==> src/design/assert_macros.svh <==
// Shared assertion macros for the design folder.
`ifndef ASSERT_MACROS_SVH
`define ASSERT_MACROS_SVH

// Same-cycle implication, checked at every rising clock edge outside reset.
`define AST_IMPL(lbl, ante, cons) \
	lbl: assert property (@(posedge clk) disable iff (!arst_n) (ante) |-> (cons)) \
		else $error("assertion failed");

// Next-cycle implication, checked at every rising clock edge outside reset.
`define AST_NEXT(lbl, ante, cons) \
	lbl: assert property (@(posedge clk) disable iff (!arst_n) (ante) |=> (cons)) \
		else $error("assertion failed");

`endif

==> src/design/bcim_pkg.sv <==
package bcim_pkg;

	localparam int IDX_W     = 20;
	localparam int NB_W      = 13;
	localparam int P_W       = 9;
	localparam int OWN_W     = 8;
	localparam int DIV_STEPS = IDX_W;
	localparam int ADDR_W    = 4;
	localparam int LOC_W     = IDX_W + NB_W + 1;
	localparam int GLB_W     = IDX_W + P_W + 1 + NB_W + 1;

	localparam logic [NB_W-1:0] MAX_BLOCK = 13'd4096;
	localparam logic [P_W-1:0]  MAX_PROCS = 9'd256;

	localparam logic [1:0] REG_BLOCK = 2'd0;
	localparam logic [1:0] REG_PROWS = 2'd1;
	localparam logic [1:0] REG_PCOLS = 2'd2;

	localparam logic CMD_TO_LOCAL  = 1'b0;
	localparam logic CMD_TO_GLOBAL = 1'b1;

	typedef struct packed {
		logic [NB_W-1:0] nb;
		logic [P_W-1:0]  pr;
		logic [P_W-1:0]  pc;
	} cfg_t;

	typedef struct packed {
		logic             cmd;
		logic [OWN_W-1:0] own_r;
		logic [OWN_W-1:0] own_c;
		logic [NB_W-1:0]  rem_r;
		logic [NB_W-1:0]  rem_c;
		logic [IDX_W-1:0] quo_r;
		logic [IDX_W-1:0] quo_c;
		logic [NB_W-1:0]  sav_r;
		logic [NB_W-1:0]  sav_c;
		logic [IDX_W-1:0] sq_r;
		logic [IDX_W-1:0] sq_c;
	} item_t;

	typedef struct packed {
		logic [OWN_W-1:0] own_r;
		logic [OWN_W-1:0] own_c;
		logic [IDX_W-1:0] row;
		logic [IDX_W-1:0] col;
		logic             ovf;
	} res_t;

	// One restoring division step: shifts the next dividend bit into the
	// partial remainder and shifts the quotient bit into the dividend word.
	function automatic logic [NB_W+IDX_W-1:0] div_step(input logic [NB_W-1:0] rem,
		input logic [IDX_W-1:0] quo, input logic [NB_W-1:0] d);
		logic [NB_W:0] trial;
		logic [NB_W:0] diff;
		trial = {rem, quo[IDX_W-1]};
		diff  = trial - {1'b0, d};
		if (trial >= {1'b0, d}) begin
			div_step = {diff[NB_W-1:0], quo[IDX_W-2:0], 1'b1};
		end else begin
			div_step = {trial[NB_W-1:0], quo[IDX_W-2:0], 1'b0};
		end
	endfunction

endpackage

==> src/design/bcim_mac.sv <==
module bcim_mac import bcim_pkg::*; (
	input  logic  clk,
	input  logic  arst_n,
	input  cfg_t  cfg,
	input  logic  in_valid,
	output logic  in_ready,
	input  item_t in_item,
	output logic  out_valid,
	input  logic  out_ready,
	output res_t  out_res
);

	logic             vld_s1;
	logic             cmd_s1;
	logic [OWN_W-1:0] own_r_s1;
	logic [OWN_W-1:0] own_c_s1;
	logic [LOC_W-1:0] acc_r_s1;
	logic [LOC_W-1:0] acc_c_s1;
	logic [NB_W-1:0]  sav_r_s1;
	logic [NB_W-1:0]  sav_c_s1;
	logic             vld_s2;
	res_t             res_s2;
	logic             adv1;
	logic             adv2;
	logic [GLB_W-1:0] g_r;
	logic [GLB_W-1:0] g_c;

	assign adv2      = !vld_s2 || out_ready;
	assign adv1      = !vld_s1 || adv2;
	assign in_ready  = adv1;
	assign out_valid = vld_s2;
	assign out_res   = res_s2;

	always_ff @(posedge clk or negedge arst_n) begin
		if (!arst_n) begin
			vld_s1 <= 1'b0;
			vld_s2 <= 1'b0;
		end else begin
			if (adv1) vld_s1 <= in_valid;
			if (adv2) vld_s2 <= vld_s1;
		end
	end

	// First product: local index, or block position scaled by the grid size.
	always_ff @(posedge clk) begin
		if (adv1 && in_valid) begin
			cmd_s1   <= in_item.cmd;
			sav_r_s1 <= in_item.sav_r;
			sav_c_s1 <= in_item.sav_c;
			if (in_item.cmd == CMD_TO_LOCAL) begin
				own_r_s1 <= in_item.rem_r[OWN_W-1:0];
				own_c_s1 <= in_item.rem_c[OWN_W-1:0];
				acc_r_s1 <= LOC_W'(in_item.quo_r) * LOC_W'(cfg.nb) + LOC_W'(in_item.sav_r);
				acc_c_s1 <= LOC_W'(in_item.quo_c) * LOC_W'(cfg.nb) + LOC_W'(in_item.sav_c);
			end else begin
				own_r_s1 <= '0;
				own_c_s1 <= '0;
				acc_r_s1 <= LOC_W'(in_item.sq_r) * LOC_W'(cfg.pr) + LOC_W'(in_item.own_r);
				acc_c_s1 <= LOC_W'(in_item.sq_c) * LOC_W'(cfg.pc) + LOC_W'(in_item.own_c);
			end
		end
	end

	assign g_r = GLB_W'(acc_r_s1) * GLB_W'(cfg.nb) + GLB_W'(sav_r_s1);
	assign g_c = GLB_W'(acc_c_s1) * GLB_W'(cfg.nb) + GLB_W'(sav_c_s1);

	always_ff @(posedge clk) begin
		if (adv2 && vld_s1) begin
			res_s2.own_r <= own_r_s1;
			res_s2.own_c <= own_c_s1;
			if (cmd_s1 == CMD_TO_LOCAL) begin
				res_s2.row <= acc_r_s1[IDX_W-1:0];
				res_s2.col <= acc_c_s1[IDX_W-1:0];
				res_s2.ovf <= 1'b0;
			end else begin
				res_s2.row <= g_r[IDX_W-1:0];
				res_s2.col <= g_c[IDX_W-1:0];
				res_s2.ovf <= (g_r[GLB_W-1:IDX_W] != '0) || (g_c[GLB_W-1:IDX_W] != '0);
			end
		end
	end

endmodule
==> config.mk <==
export PLATFORM = sky130hd
export DESIGN_NAME = bcim_mac
export DESIGN_NICKNAME = d
export VERILOG_FILES = /design/src/design/assert_macros.svh /design/src/design/bcim_pkg.sv /design/src/design/bcim_mac.sv
export SDC_FILE = /design/constraint.sdc
export NUM_CORES = 2
export LEC_CHECK = 0
export ABC_AREA = 1
export BUFFER_PORTS_ARGS = -buffer_cell sky130_fd_sc_hd__buf_2
export CORE_MARGIN = 2
export CORE_UTILIZATION = 30
export CTS_BUF_LIST = sky130_fd_sc_hd__clkbuf_4 sky130_fd_sc_hd__clkbuf_8
export DETAILED_ROUTE_END_ITERATION = 8
export PLACE_DENSITY = 0.55
export SYNTH_ARGS = -nofsm -noshare
export SYNTH_HDL_FRONTEND = slang
export SYNTH_SLANG_ARGS = --single-unit
==> constraint.sdc <==
create_clock -name clk -period 18.22 [get_ports clk]
set_clock_uncertainty 0.15 [all_clocks]
set_input_delay 0 -clock clk [delete_from_list [all_inputs] [get_ports clk]]
set_output_delay 0 -clock clk [all_outputs]
set_load 0.005 [all_outputs]
Yosys cells after proc, flatten, opt, wreduce, memory -nomap -nowiden
Index checks and enable logic that the tools add are counted.

word-level totals
  word-level logic and storage cells = 38
  register bits = 170
  output and inout port bits = 59

operators by class
  reduce and logical (&&, ||, !) cells = 9
  $mul = 6
  add/subtract/negate cells = 6
  mux-type cells = 3

operators with widths
  cell                number
  $add 44x13->44      2
  $mul 34x13->44      2
  $add 33x13->34      2
  $mux 34             2
  $mul 20x13->33      2
  $add 29x8->30       2
  $mul 20x9->29       2
  $reduce_bool 24->1  2
  $mux 41             1
  $logic_or 1x1->1    3
  $logic_and 1x1->1   2
  $logic_not 1->1     2

Logic depth before layout (Yosys ltp)
  depth after elaboration = 5
  mapped depth = 36
  gate-level depth less buffers = 34

Worst setup path before layout
No wires, ideal clock.

  path type = reg-to-reg
  from = register acc_c_s1[6]
  to = register res_s2, in the netlist out_res[0], data pin
  path slack = 12.367 ns
  arrival time = 5.437 ns
  required time = 17.804 ns
  period minus slack after synthesis = 5.853 ns
  stages on the path, launching flop included = 35
  cells stage by stage = edfxtp_1 -> clkbuf_1 -> nand2_1 -> inv_1 -> fa_1 -> inv_1 -> fa_1 -> inv_1 -> fa_1 -> inv_1 -> fa_1 -> inv_1 -> fa_1 -> inv_1 -> fa_1 -> inv_1 -> ha_1 -> nand2_2 -> inv_1 -> nand2_1 -> nand2_1 -> a21oi_1 -> nand2_2 -> nand2_2 -> nand2_2 -> nand2_2 -> nand2_1 -> nand2_1 -> nand2_1 -> nor2_1 -> nand2_1 -> nor2_1 -> nand2_1 -> nor2_1 -> nor2_1

on the way
  cells in the longest elaborated chain, start to end = 4

ends and longest elaborated chain
  element                 RTL line        source
  from (decl)             bcim_mac.sv:18  logic [LOC_W-1:0] acc_c_s1;
  from (signal assigned)  bcim_mac.sv:54  acc_c_s1 <= LOC_W'(in_item.quo_c) * LOC_W'(cfg.nb) + LOC_W'(in_item.sav_c);
  from (signal assigned)  bcim_mac.sv:59  acc_c_s1 <= LOC_W'(in_item.sq_c) * LOC_W'(cfg.pc) + LOC_W'(in_item.own_c);
  $mul 34x13->44          bcim_mac.sv:65  assign g_c = GLB_W'(acc_c_s1) * GLB_W'(cfg.nb) + GLB_W'(sav_c_s1);
  $add 44x13->44          bcim_mac.sv:65
  $reduce_bool 24->1      bcim_mac.sv:78  res_s2.ovf <= (g_r[GLB_W-1:IDX_W] != '0) || (g_c[GLB_W-1:IDX_W] != '0);
  $logic_or 1x1->1        bcim_mac.sv:78
  to (decl)               bcim_mac.sv:22  res_t res_s2;

No other way between the ends.
A chain may end at the register's enable or synchronous reset.

Worst setup path after layout
  from = input port cfg[25] in the netlist's numbering
  to = register res_s2, in the netlist out_res[0], data pin

on the way
  cells in the longest elaborated chain, start to end = 4
  elaborated cells on any way between the ends = 7

ends and longest elaborated chain
  element                            RTL line                        source
  from (decl)                        bcim_mac.sv:4                   input cfg_t cfg,
  $mul 34x13->44 (on tied branches)  bcim_mac.sv:64, bcim_mac.sv:65
  $add 44x13->44 (on tied branches)  bcim_mac.sv:64, bcim_mac.sv:65
  $reduce_bool 24->1                 bcim_mac.sv:78
  $logic_or 1x1->1 (*)               bcim_mac.sv:78

Every way passes the cells marked *; elsewhere a longest branch is shown, timed or not.

==> flow_summary.toml <==
[setup_path]
startpoint = "cfg[25]"
cp.required_ns = 18.49
r2r_end = "out_res[0]"
cp.arrival_ns = 7.09
crit_type = "in2reg"
endpoint = "out_res[0]"
reg2regPathDepth = 30
rr_startpoint = "acc_r_s1[6]"
rrSetupSlack_ns = 11.45
cp-end-kind = "register"
path_max_fanout = 59
critPathLaunchType = "input port"

[floorplan]
ios = 243
die_height_um = 483
die-area_um2 = 233000
rows = 175
dieWidth_um = 483
initial_core_util_pct = 30.2
core_um2 = 227000

[routing]
wl_per_cell_um = 17.0
vias = 56100
wl_met2_um = 97400
drtAntennaViolNets = 0
firstDrtPassIters = 6
vias_per_cell = 4.61
met1_length_um = 92700
drtIter0Drc = 3420
top_layer_used = "met5"
drc = 0
wirelength_um = 206000
route.met3.wl_um = 12000

[synth]
synth-main-ff-cell = "edfxtp_1"
synth-seq-cells = 170
synthArstFlopShare_pct = 1.18
yosysSeqAreaShare_pct = 7.42
synth_cell_type_count = 52
synth_fa_ha_area_share_pct = 51.7
syn_nets = 11300
synth_xor_area_share_pct = 0.969
synth-compound-area-share_pct = 4.87
syn_inst = 9084
synth.area.mux_share_pct = 0
synth_area_um2 = 68700
syn_area_per_cell_um2 = 7.56
synth-simple-area-share_pct = 19.1
synth_enable_flop_cells = 168
yosys_warnings = 0
synth_top_family_by_area = "adder cells"

[timing]
tns_ns = 0
slew_headroom_pct = 31.6
finalCritPeriodShare_pct = 37.4
fmax_mhz = 147
period_needed_ns = 6.82
hold_violations = 0
slew_viol_final = 0
tightest_slew_ns = 1.03
setup_viol = 0
rsz0062_at_grt = "no"

[grt]
antenna_found_initial = 51
grt_pass1_vias = 60200
grt_max_degree = 75
grt_overflow = 0
grt_usage_pct = 18.1
grt_pass1_wl_um = 332000

[cells_and_area]
drive_above_1_share_pct = 4.54
area_growth_syn_to_layout_pct = 7.97
nets = 11300
seq_area_um2 = 5090
fillers = 24200
multiInputGateArea_um2 = 52700

[place]
gp_congestion = 0.917
port_buffers = 232
place_hpwl_um = 170000

[run_status]
status = "finished clean"

[clock_network]
cts.sinks = 170
clkLatencyLatePin_ns = 0.67
postCtsSetupRepairBufs = 0
cts_max_path_buffers = 2
cts_buffers = 17
cts_tree = "done"
root_buffer = "clkbuf_8"
cts_resized = 0
htreeDepth = 4
clk_pin_slew_worst_paths_ns = 0.13
hold_buffers = 112

[worst_hold_path]
holdPathStages = 7
min_path_type = "in2reg"

[run]
cap_violations = 0
## synth_stat cells (all sizes together), types with 16 or more instances
cell / instances / area [µm²]
a21o: 16 / 120
a21oi: 302 / 1530
buf: 70 / 267
clkbuf: 294 / 1100
edfxtp: 168 / 5040
fa: 1398 / 28000
ha: 604 / 7560
inv: 2538 / 9530
nand2: 2756 / 10500
nand3: 143 / 761
nand4: 43 / 269
nor2: 334 / 1340
nor3: 22 / 126
o21ai: 223 / 1140
o21bai: 18 / 150
xnor2: 54 / 473
xor2: 22 / 193
## per-layer routing
metal / vias to the layer above / global-route usage (%)
li1: 26200 / -
met1: 28100 / 24.5
met2: 1396 / 30.4
met3: 284 / 2.75
met4: 54 / 3.96
met5: - / 0
## flip-flops by register name, indices dropped and copies added, names as in the netlist
register	count
out_res	57
own_c_s1	8
own_r_s1	8
vld_s1	1
sav_r_s1	13
out_valid	1
acc_c_s1	34
sav_c_s1	13
acc_r_s1	34
cmd_s1	1
## layout make-up
class,instances,share of cell area (%)
clock inverters,15,0.331
inverters,2540,12.9
flip-flops and latches,170,6.87
diodes,15,0.0506
clock buffers,17,0.315
well taps,3009,5.08
multi-input cells,6010,71.1
repair buffers,375,3.44
## cell usage in the layout (no fill, tap or decap), types with 4 or more instances in the layout
| master | Yosys | routed |
|---|---|---|
| xor2_1 | 22 | 22 |
| nand3b_1 | 11 | 11 |
| nand2_2 | 39 | 39 |
| ha_1 | 604 | 604 |
| o21bai_1 | 16 | 16 |
| o21ai_0 | 201 | 201 |
| nor2_1 | 310 | 310 |
| nand3_1 | 134 | 134 |
| diode_2 | 0 | 15 |
| nor3_1 | 20 | 20 |
| a31oi_1 | 8 | 8 |
| o21a_1 | 11 | 11 |
| nor2_4 | 5 | 5 |
| fa_1 | 1398 | 1398 |
| xnor2_1 | 54 | 54 |
| a21o_1 | 16 | 16 |
| nand4_1 | 43 | 43 |
| nor2_2 | 19 | 19 |
| clkbuf_8 | 0 | 17 |
| buf_4 | 0 | 45 |
| a21oi_2 | 6 | 6 |
| o21ai_2 | 6 | 6 |
| nand3_2 | 9 | 9 |
| a221oi_1 | 5 | 5 |
| nor4_1 | 7 | 7 |
| nand2_1 | 2713 | 2713 |
| clkinv_8 | 0 | 7 |
| o211ai_1 | 7 | 7 |
| inv_1 | 2521 | 2518 |
| a21oi_1 | 296 | 295 |
| nand2_4 | 4 | 4 |
| dlygate4sd3_1 | 0 | 112 |
| o2111a_1 | 4 | 4 |
| buf_2 | 3 | 218 |
| inv_2 | 17 | 19 |
| edfxtp_1 | 168 | 168 |
| o21ai_1 | 16 | 16 |
## worst min path at each step
stage,startpoint,endpoint,slack (ns)
after floorplan,arst_n,out_valid,-0.45
after global placement,arst_n,vld_s1,-0.36
after detailed placement,arst_n,vld_s1,-0.36
after CTS,in_item[86],acc_r_s1[1],0.03
after global routing,in_item[46],sav_c_s1[6],0.12
final,in_item[86],acc_r_s1[1],0.1
## worst max-delay path, cell delays in order
cell	delay, ns
buf_4	0.22
buf_4	0.72
buf_4	0.63
nand2_1	0.16
fa_1	0.56
inv_1	0.05
fa_1	0.55
fa_1	0.43
fa_1	0.49
inv_1	0.05
fa_1	0.47
inv_1	0.06
ha_1	0.29
ha_1	0.39
nand2_1	0.14
nor2_1	0.29
nand2_1	0.14
nor2_1	0.15
nand2_1	0.07
nand3_1	0.15
xnor2_1	0.14
nand2_1	0.08
nor2_1	0.14
nand2_1	0.08
nor2_1	0.14
nand2_1	0.14
nor2_1	0.13
nor2_1	0.04
## through the flow
stage	utilization [%]	hold slack [ns]	area (µm²)	setup WS, ns	cells
after detailed placement	31.9	-0.361	72500	10.70	12000
after global routing	32.6	0.119	74200	10.96	12100
after floorplan	-	-0.446	68700	12.37	9084
after CTS	32.6	0.0311	74100	11.37	12100
after global placement	31.9	-0.363	72500	10.76	12000
final	32.6	0.0951	74200	11.40	12200
## logic make-up after synthesis
family	Yosys count
AO/OA/AOI/OAI	610
XOR/XNOR	76
adder cells (fa/ha/maj)	2002
buffers and inverters	2904
flip-flops	170
AND/OR/NAND/NOR	3322
Power is not shown: default switching activity piles up to over one toggle a cycle in this logic, so the estimate is an artifact.
