--- src/design/assert_macros.svh ---
// Shared assertion macros for the design folder.
`ifndef ASSERT_MACROS_SVH
`define ASSERT_MACROS_SVH

// Same-cycle implication, checked at every rising clock edge outside reset.
`define AST_IMPL(lbl, ante, cons) \
	lbl: assert property (@(posedge clk) disable iff (!arst_n) (ante) |-> (cons)) \
		else $error("assertion failed");

// Next-cycle implication, checked at every rising clock edge outside reset.
`define AST_NEXT(lbl, ante, cons) \
	lbl: assert property (@(posedge clk) disable iff (!arst_n) (ante) |=> (cons)) \
		else $error("assertion failed");

`endif

--- src/design/bcim_pkg.sv ---
package bcim_pkg;

	localparam int IDX_W     = 20;
	localparam int NB_W      = 13;
	localparam int P_W       = 9;
	localparam int OWN_W     = 8;
	localparam int DIV_STEPS = IDX_W;
	localparam int ADDR_W    = 4;
	localparam int LOC_W     = IDX_W + NB_W + 1;
	localparam int GLB_W     = IDX_W + P_W + 1 + NB_W + 1;

	localparam logic [NB_W-1:0] MAX_BLOCK = 13'd4096;
	localparam logic [P_W-1:0]  MAX_PROCS = 9'd256;

	localparam logic [1:0] REG_BLOCK = 2'd0;
	localparam logic [1:0] REG_PROWS = 2'd1;
	localparam logic [1:0] REG_PCOLS = 2'd2;

	localparam logic CMD_TO_LOCAL  = 1'b0;
	localparam logic CMD_TO_GLOBAL = 1'b1;

	typedef struct packed {
		logic [NB_W-1:0] nb;
		logic [P_W-1:0]  pr;
		logic [P_W-1:0]  pc;
	} cfg_t;

	typedef struct packed {
		logic             cmd;
		logic [OWN_W-1:0] own_r;
		logic [OWN_W-1:0] own_c;
		logic [NB_W-1:0]  rem_r;
		logic [NB_W-1:0]  rem_c;
		logic [IDX_W-1:0] quo_r;
		logic [IDX_W-1:0] quo_c;
		logic [NB_W-1:0]  sav_r;
		logic [NB_W-1:0]  sav_c;
		logic [IDX_W-1:0] sq_r;
		logic [IDX_W-1:0] sq_c;
	} item_t;

	typedef struct packed {
		logic [OWN_W-1:0] own_r;
		logic [OWN_W-1:0] own_c;
		logic [IDX_W-1:0] row;
		logic [IDX_W-1:0] col;
		logic             ovf;
	} res_t;

	// One restoring division step: shifts the next dividend bit into the
	// partial remainder and shifts the quotient bit into the dividend word.
	function automatic logic [NB_W+IDX_W-1:0] div_step(input logic [NB_W-1:0] rem,
		input logic [IDX_W-1:0] quo, input logic [NB_W-1:0] d);
		logic [NB_W:0] trial;
		logic [NB_W:0] diff;
		trial = {rem, quo[IDX_W-1]};
		diff  = trial - {1'b0, d};
		if (trial >= {1'b0, d}) begin
			div_step = {diff[NB_W-1:0], quo[IDX_W-2:0], 1'b1};
		end else begin
			div_step = {trial[NB_W-1:0], quo[IDX_W-2:0], 1'b0};
		end
	endfunction

endpackage

--- src/design/bcim_cfg.sv ---
module bcim_cfg import bcim_pkg::*; (
	input  logic              clk,
	input  logic              arst_n,
	input  logic              psel,
	input  logic              penable,
	input  logic              pwrite,
	input  logic [ADDR_W-1:0] paddr,
	input  logic [31:0]       pwdata,
	output logic [31:0]       prdata,
	output logic              pready,
	output cfg_t              cfg
);

	logic [NB_W-1:0] blk_q;
	logic [P_W-1:0]  prw_q;
	logic [P_W-1:0]  pcw_q;
	logic            wr;

	assign pready = 1'b1;
	assign wr     = psel & penable & pwrite & pready;

	always_ff @(posedge clk or negedge arst_n) begin
		if (!arst_n) begin
			blk_q <= NB_W'(2);
			prw_q <= P_W'(2);
			pcw_q <= P_W'(2);
		end else if (wr) begin
			unique case (paddr[3:2])
				REG_BLOCK: blk_q <= pwdata[NB_W-1:0];
				REG_PROWS: prw_q <= pwdata[P_W-1:0];
				REG_PCOLS: pcw_q <= pwdata[P_W-1:0];
				default: ;
			endcase
		end
	end

	always_comb begin
		unique case (paddr[3:2])
			REG_BLOCK: prdata = {{(32-NB_W){1'b0}}, blk_q};
			REG_PROWS: prdata = {{(32-P_W){1'b0}}, prw_q};
			REG_PCOLS: prdata = {{(32-P_W){1'b0}}, pcw_q};
			default:   prdata = 32'd0;
		endcase
	end

	// Zero counts as one; values past the range saturate.
	always_comb begin
		cfg.nb = (blk_q == '0) ? NB_W'(1) : ((blk_q > MAX_BLOCK) ? MAX_BLOCK : blk_q);
		cfg.pr = (prw_q == '0) ? P_W'(1) : ((prw_q > MAX_PROCS) ? MAX_PROCS : prw_q);
		cfg.pc = (pcw_q == '0) ? P_W'(1) : ((pcw_q > MAX_PROCS) ? MAX_PROCS : pcw_q);
	end

endmodule

--- config.mk ---
export PLATFORM = sky130hd
export DESIGN_NAME = bcim_cfg
export DESIGN_NICKNAME = d
export VERILOG_FILES = /design/src/design/assert_macros.svh /design/src/design/bcim_pkg.sv /design/src/design/bcim_cfg.sv
export SDC_FILE = /design/constraint.sdc
export NUM_CORES = 1
export LEC_CHECK = 0
export BUFFER_PORTS_ARGS = -buffer_cell sky130_fd_sc_hd__buf_2
export CORE_ASPECT_RATIO = 1.25
export CORE_MARGIN = 5
export CORE_UTILIZATION = 48
export DETAILED_ROUTE_END_ITERATION = 10
export PLACE_DENSITY = 0.87
export SKIP_CTS_REPAIR_TIMING = 1
export SLEW_MARGIN = 30
export SYNTH_ARGS = -nofsm -noshare
export SYNTH_HDL_FRONTEND = slang
export SYNTH_SLANG_ARGS = --single-unit
--- constraint.sdc ---
create_clock -name clk -period 1.6 [get_ports clk]
set_input_delay 0.32 -clock clk [delete_from_list [all_inputs] [get_ports clk]]
set_output_delay 0.32 -clock clk [all_outputs]
set_load 0.03 [all_outputs]
* Word level (Yosys, flattened, before mapping)
Index checks and enable logic that the tools add are counted.
Storage, ports and cells: input bits 41, logic and storage cells 24, register bits 31
Cells by class: reductions and logical operators 7, muxes and demuxes 7, equal/unequal tests 2, bitwise gates (word level) 2, order comparisons 3
Operators by type and width (number):
- $pmux 13 s3 | 1
- $mux 9 | 4
- $mux 13 | 2
- $gt 9x9->1 const B | 2
- $logic_not 9->1 | 2
- $gt 13x13->1 const B | 1
- $logic_not 13->1 | 1
- $reduce_and 2->1 | 3
- $and 1x1->1 | 2
- $eq 2x1->1 const B | 1
- $eq 2x2->1 const B | 1
- $logic_not 2->1 | 1

* Logic depth before layout (Yosys ltp)
Gate-level depths: netlist of run 1.
depth after elaboration 3, depth in mapped cells 5, gate-level depth less buffers 3

* Worst setup path before layout of run 1
Ideal clock, no wire load.
path kind flip-flop to output port, start point register pcw_q[8], end point output port prdata[8], data required time 1.280 ns, path buffers 1, stages on the path, launching flop included 4, data arrival time 1.378 ns, setup slack -0.098 ns, path through dfrtp_1 > clkbuf_1 > mux2i_1 > o21ai_0
On the way: word-level cells in the longest chain between the ends 1
RTL lines:
- start: declaration | RTL line bcim_cfg.sv:16 | logic [P_W-1:0] pcw_q;
- start signal: assignment | RTL line bcim_cfg.sv:31 | REG_PCOLS: pcw_q <= pwdata[P_W-1:0];
- $pmux 13 s3 | RTL line bcim_cfg.sv:38 | unique case (paddr[3:2])
- end: declaration | RTL line bcim_cfg.sv:9 | output logic [31:0] prdata,
No other way between the ends.

==> out/metrics.cfg, run 1 <==
[yosys]
synth.area.top_cells=dfrtp_1 38%, mux2_2 13%, nor2b_1 8.7%
syn_inst=172
yosys.area.top_type=dfrtp_1
synth-seq-cells=31
yosysSeqAreaShare=0.419
synth_cell_types=24
postSynthAreaPerCell_um2=10.8
synth_top_area_share=0.377
netlist_area_um2=1860
synth_warnings=0

[timing]
post-route-min-period_ps=1750
fin_ws_ps=-154
rsz0062_at_grt=yes
max_freq_mhz=570
final.setup.tns_ps=-281
tightest_slew_ps=695
skew_ps=0
setup_violations=4
hold_viol=0
min_period_over_period=1.10
slew_violations=0
relSlewSlack=0.537

[grt]
antenna_found_initial=0
grt_use_met3=0.0451
grt-ovfl-total=0
use_met1=0.229
grt_max_degree=32
met2_usage=0.300
busiest_layer=met2
grt_usage=0.186
grt_pass1_vias=1414
grt_pass1_wl_um=7250

[drt]
drcViolationCount=0
vias_per_cell=5.04
wl_per_cell_um=16.5
num_vias=1415
antenna_left=0
routed_wirelength_um=4650
firstDrtPassIters=4
drt-initial-drc-count=37

[outcome]
status=finished, violations left
failed_checks=negative setup slack

[finish]
nFillCells=301
layout_commonest_cell=buf_2
antenna_cells=0
area_growth_pct=29.0
final_cell_mix=54 x buf_2, 26 x nor2b_1, 25 x dfrtp_1, 21 x mux2_2, 20 x conb_1
drive_gt1_frac=0.531
regArea_um2=783
multi_input_area_um2=971
nets=281

[placed_design]
dp_slack_ps=102
place.gp.congestion=0.828
port_buffers=63
hpwl_um=3450

[setup_path]
reg2reg_depth=2
crit_end=cfg[0]
crit_fanout=4
worstPathArrival_ps=1430
timing.rr.end=pcw_q[8]
crit-reg2reg-launch=pcw_q[8]
slowest_stage=dfrtp_1
endpoint_kind=primary output
critPathLaunchType=register
critPathLaunch=pcw_q[3]
crit_required_ps=1280
cp_slowest_stage_delay_ps=430
crit_type=register to primary output
r2r_slack_ps=620
path_cells=nor4_2, a21oi_1, nor2_1, buf_4

[clock_tree]
clk_pin_slew_ps=70
htreeDepth=2
numCtsBuffers=5
ctsLongestPathBuffers=2
cts_tree=yes
cts.sinks=31
root_buffer=clkbuf_8
clkLatencyLatePin_ps=290

[floorplanning]
ios=105
coreArea_um2=3750
die_y_um=79.6
dieArea_um2=5230
initial_utilization=0.495
rows=25
die_width_um=65.7

[worst_hold_path]
hold_class=input pin to async pin

[pwr]
power.density_nw_per_um2=1470
power.total_w=0.00353
ir_worst_vdd_uv=922
p_leak_nw=1.23

[run]
drv_cap=0

stage by stage:
step / cells / cell area [um2] / util / hold slack, ps
floorplan: 190 / 1930 / - / 24.4
finish: 281 / 2400 / 0.639 / 67.8
CTS: 274 / 2250 / 0.600 / 85.9
detailed placement: 266 / 2140 / 0.569 / 402
global route: 281 / 2400 / 0.639 / 126
global placement: 266 / 2140 / 0.569 / 392
critical path: cells and delay by family, from the launching register on:
kind,cells,cell delay (ps)
buffers and inverters,1,190
DFF,1,430
and+or+nand+nor,2,440
AOI/OAI and AO/OA,1,90
synth_stat cells:
cell,n
buf_2,3
conb_1,2
clkbuf_1,7
mux2_2,21
nor3b_1,2
and2_1,4
a21oi_1,2
nand3_2,1
nor4_1,4
buf_12,1
dfrtp_1,28
buf_6,1
mux2i_1,9
or3_1,1
nor2b_1,26
dfstp_2,3
buf_4,20
nor3_1,3
nand2_1,9
nor2_1,4
buf_1,1
mux2_4,10
o21ai_0,9
a31oi_1,1
report_power, final:
| group | internal [W] | switching (W) | leakage (nW) |
|---|---|---|---|
| clock network | 0.000503 | 0.000296 | 0.0612 |
| logic | 0.000609 | 0.000884 | 0.794 |
| registers | 0.000985 | 0.000255 | 0.371 |
| total | 0.00210 | 0.00143 | 1.23 |
state kept, by name, summed over array words and instances, names as in the netlist:
signal,cells
blk_q,13
pcw_q,9
prw_q,9
routing by layer:
layer,part of all wire,up-vias,routed length [um]
met1,0.40,670,1850
met3,0.074,9,342
met2,0.50,62,2330
met4,0.026,0,121
li1,-,674,-
met5,0,-,0
cells by family after synthesis:
kind of cell | count (synthesis) | share of synthesized area
buf+inv | 33 | 0.122
compound gates | 12 | 0.0330
simple gates | 54 | 0.166
other cells | 2 | 0.00404
mux | 40 | 0.256
flops | 31 | 0.419
final cells by class:
type	instances	area share
tap	40	0.0209
timing repair buffer	76	0.199
sequential	31	0.327
clock buffer	6	0.0344
multi-input combinational	126	0.405
clock inverter	2	0.0146
worst min path at each step:
stage | startpoint | endpoint | slack (ps)
detailed placement | arst_n | blk_q[11] | 400
global placement | arst_n | blk_q[11] | 390
global route | arst_n | blk_q[8] | 130
floorplan | arst_n | blk_q[0] | 20
CTS | arst_n | blk_q[5] | 90
finish | arst_n | blk_q[8] | 70
(Power assumes the default switching activity.)
==> run 2, diff against run 1 <==
CELL_PAD_IN_SITES_DETAIL_PLACEMENT = 0   (was not set)
CELL_PAD_IN_SITES_GLOBAL_PLACEMENT = 1   (was not set)
CORE_UTILIZATION = 30   (was 48)
PLACE_DENSITY = 0.76   (was 0.87)
==> out/metrics.cfg, run 2 (synthesis results as in run 1) <==
[finish]
drive_gt1_frac=0.523
area_growth_pct=25.8
antenna_cells=0
largest-register=blk_q
fin_util=0.384
reg.largest.list=blk_q (13), pcw_q (9), prw_q (9)
nFillCells=664
regArea_um2=785
largest_register_ffs=13
multi_input_area_um2=951
final_cell_mix=54 x buf_2, 24 x nor2b_1, 24 x dfrtp_1, 21 x mux2_2, 20 x conb_1
nets=276
layout_commonest_cell=buf_2

[timing]
rsz0062_at_grt=yes
fin_ws_ps=-109
final.setup.tns_ps=-216
slew_violations=0
tightest_slew_ps=718
min_period_over_period=1.07
hold_viol=0
relSlewSlack=0.521
max_freq_mhz=585
setup_violations=3
post-route-min-period_ps=1710
skew_ps=0

[grt]
grt_max_degree=32
grt_pass1_vias=1423
grt_pass1_wl_um=7410
antenna_found_initial=0
grt-ovfl-total=0
grt_usage=0.124

[setup_path]
critPathLaunch=pcw_q[3]
reg2reg_depth=1
crit-reg2reg-launch=blk_q[12]
worstPathArrival_ps=1390
crit_fanout=4
path_cells=nor4_2, a21oi_1, nor2_1, buf_4
critPathLaunchType=register
cp_slowest_stage_delay_ps=420
crit_end=cfg[0]
crit_type=register to primary output
r2r_slack_ps=700
slowest_stage=dfrtp_1
crit_required_ps=1280
timing.rr.end=blk_q[12]
endpoint_kind=primary output

[floorplanning]
initial_utilization=0.306
coreArea_um2=6090
rows=32
dieArea_um2=7880
ios=105
die_width_um=80.4
die_y_um=98.0

[clock_tree]
root_buffer=clkbuf_8
ctsLongestPathBuffers=2
numCtsBuffers=5
clkLatencyLatePin_ps=280
clk_pin_slew_ps=60
cts.sinks=31
cts_tree=yes
htreeDepth=2

[drt]
antenna_left=0
wl_per_cell_um=14.9
firstDrtPassIters=4
routed_wirelength_um=4780
vias_per_cell=4.36
drcViolationCount=0
num_vias=1395
drt-initial-drc-count=51

[pwr]
power.density_nw_per_um2=1390
power.total_w=0.00325
ir_worst_vdd_uv=508
p_leak_nw=1.17

[placed_design]
place.gp.congestion=0.765
hpwl_um=3740
port_buffers=63

[outcome]
failed_checks=negative setup slack
status=finished, violations left

[worst_hold_path]
hold_class=input pin to async pin

[run]
drv_cap=0

run 2: worst max-delay path: cells and delay by family, from the launching register on:
family                 cells  cell delay [ps]
buffers and inverters      1              190
AOI/OAI and AO/OA          1               90
and+or+nand+nor            2              420
DFF                        1              420
run 2: cell type report:
class,count,share of cell area
Clock inverter,1,0.00214
Multi-Input combinational cell,126,0.406
Tap cell,85,0.0455
Timing Repair Buffer,71,0.175
Clock buffer,6,0.0353
Sequential cell,31,0.335
run 2: worst min-delay path by stage:
stage | from | end | slack (ps) | cells past startpoint
after floorplan | arst_n | blk_q[0] | 20 | 0
after global placement | arst_n | prw_q[3] | 400 | 1
after detailed placement | arst_n | pcw_q[3] | 410 | 1
after CTS | arst_n | prw_q[0] | 100 | 1
after global routing | arst_n | pcw_q[3] | 140 | 1
final | arst_n | prw_q[0] | 90 | 1
run 2: power breakdown:
| part | switching (W) | leakage (nW) | internal [W] | total, W |
|---|---|---|---|---|
| Combinational | 0.000860 | 0.757 | 0.000542 | 0.00140 |
| Sequential | 0.000241 | 0.370 | 0.000986 | 0.00123 |
| Clock | 0.000280 | 0.0470 | 0.000337 | 0.000616 |
run 2: routing by layer:
| layer | global-route usage | vias to the layer above | routed length, um |
|---|---|---|---|
| met4 | 0.0429 | 0 | 30 |
| met2 | 0.197 | 64 | 2330 |
| met5 | 0 | - | 0 |
| met1 | 0.158 | 663 | 2020 |
| met3 | 0.0406 | 3 | 398 |
| li1 | - | 665 | - |
run 2: per-stage QoR:
step / cell area, um2 / std cells / hold slack (ps) / setup slack, ps
after global routing: 2340 / 320 / 138 / -204
after global placement: 2190 / 313 / 403 / 100
after detailed placement: 2190 / 313 / 409 / 94.4
final: 2340 / 320 / 89.9 / -109
after floorplan: 1930 / 190 / 24.4 / 123
after CTS: 2280 / 320 / 99.8 / -179
==> run 3, diff against run 2 <==
SKIP_LAST_GASP = 1   (was not set)
==> out/metrics.cfg, run 3 (synthesis results as in run 1) <==
[outcome]
status=finished, violations left
failed_checks=negative setup slack

[floorplanning]
initial_utilization=0.306
rows=32
coreArea_um2=6090
ios=105
dieArea_um2=7880
die_width_um=80.4
die_y_um=98.0

[clock_tree]
root_buffer=clkbuf_8
clkLatencyLatePin_ps=280
numCtsBuffers=5
cts_tree=yes
htreeDepth=2
clk_pin_slew_ps=70
ctsLongestPathBuffers=2
cts.sinks=31

[setup_path]
timing.rr.end=blk_q[12]
crit_fanout=4
crit-reg2reg-launch=blk_q[12]
critPathLaunchType=register
reg2reg_depth=1
crit_type=register to primary output
worstPathArrival_ps=1380
critPathLaunch=pcw_q[3]
crit_required_ps=1280
r2r_slack_ps=700
endpoint_kind=primary output

[timing]
rsz0062_at_grt=yes
tightest_slew_ps=718
final.setup.tns_ps=-223
max_freq_mhz=588
hold_viol=0
fin_ws_ps=-102
slew_violations=0
min_period_over_period=1.06
post-route-min-period_ps=1700
relSlewSlack=0.521
setup_violations=3
skew_ps=0

[worst_hold_path]
hold_class=input pin to async pin

[finish]
antenna_cells=0
layout_commonest_cell=buf_2
regArea_um2=785
nFillCells=665
final_cell_mix=55 x buf_2, 24 x nor2b_1, 24 x dfrtp_1, 21 x mux2_2, 20 x conb_1
largest_register_ffs=13
largest-register=blk_q
final_cell_area_um2=2340
multi_input_area_um2=951
nets=276
area_growth_pct=25.7
drive_gt1_frac=0.523
reg.largest.list=blk_q (13), pcw_q (9), prw_q (9)

[grt]
grt_usage=0.124
grt_pass1_wl_um=7410
antenna_found_initial=0
grt_max_degree=32
grt_pass1_vias=1423
grt-ovfl-total=0

[pwr]
switching_share=0.425
power.total_w=0.00324
combPwrFrac=0.431
clock_power_share=0.190
p_leak_nw=1.17
power_frac_seq=0.379
p_int_w=0.00186
ir_worst_vdd_uv=508
power.density_nw_per_um2=1390
p_switching_w=0.00138

[drt]
antenna_left=0
drcViolationCount=0
vias_per_cell=4.33
drt-initial-drc-count=56
firstDrtPassIters=4
num_vias=1387
wl_per_cell_um=14.9
routed_wirelength_um=4770

[run]
drv_cap=0

[placed_design]
dp_slack_ps=94.4
hpwl_um=3740
place_area_um2=2190
port_buffers=63
place.gp.congestion=0.765

## run 3: power groups by stage
stage          clock network, W  registers (W)  logic, W
2_1_floorplan                 0        0.00111   0.00109
3_3_place_gp                  0        0.00121   0.00135
3_5_place_dp                  0        0.00122   0.00137
4_1_cts                0.000637        0.00121   0.00137
5_1_grt                0.000669        0.00127   0.00149
6_report               0.000615        0.00123   0.00140
## run 3: area by class of cell
cell class / count / share of cell area
clock buffer: 6 / 0.0353
clock inverter: 1 / 0.00214
multi-input combinational: 126 / 0.407
sequential: 31 / 0.336
tap: 85 / 0.0455
timing repair buffer: 71 / 0.175
## run 3: layer usage
layer / global-route usage / part of all wire / vias up
met3: 0.0406 / 0.082 / 3
met1: 0.158 / 0.42 / 657
met4: 0.0429 / 0.0061 / 0
met5: 0 / 0 / -
met2: 0.197 / 0.49 / 63
li1: - / - / 664
## run 3: worst max-delay path: stages, from the launching register on
cell	delay, ps
dfrtp_1	420
nor4_2	270
a21oi_1	90
nor2_1	150
buf_4	190
## run 3: metrics by stage
step           std cells  utilization  hold WS (ps)
2_1_floorplan        190            -          24.4
3_3_place_gp         313        0.361           403
4_1_cts              320        0.375          99.8
3_5_place_dp         313        0.361           409
6_report             320        0.384          91.1
5_1_grt              320        0.384           138
## run 3: worst max-delay path by stage
stage | end | slack, ps | depth (start not counted)
2_1_floorplan | prdata[8] | 120 | 3
3_3_place_gp | blk_q[9] | 100 | 4
3_5_place_dp | prdata[8] | 90 | 5
4_1_cts | cfg[18] | -180 | 4
5_1_grt | cfg[0] | -200 | 4
6_report | cfg[0] | -100 | 4
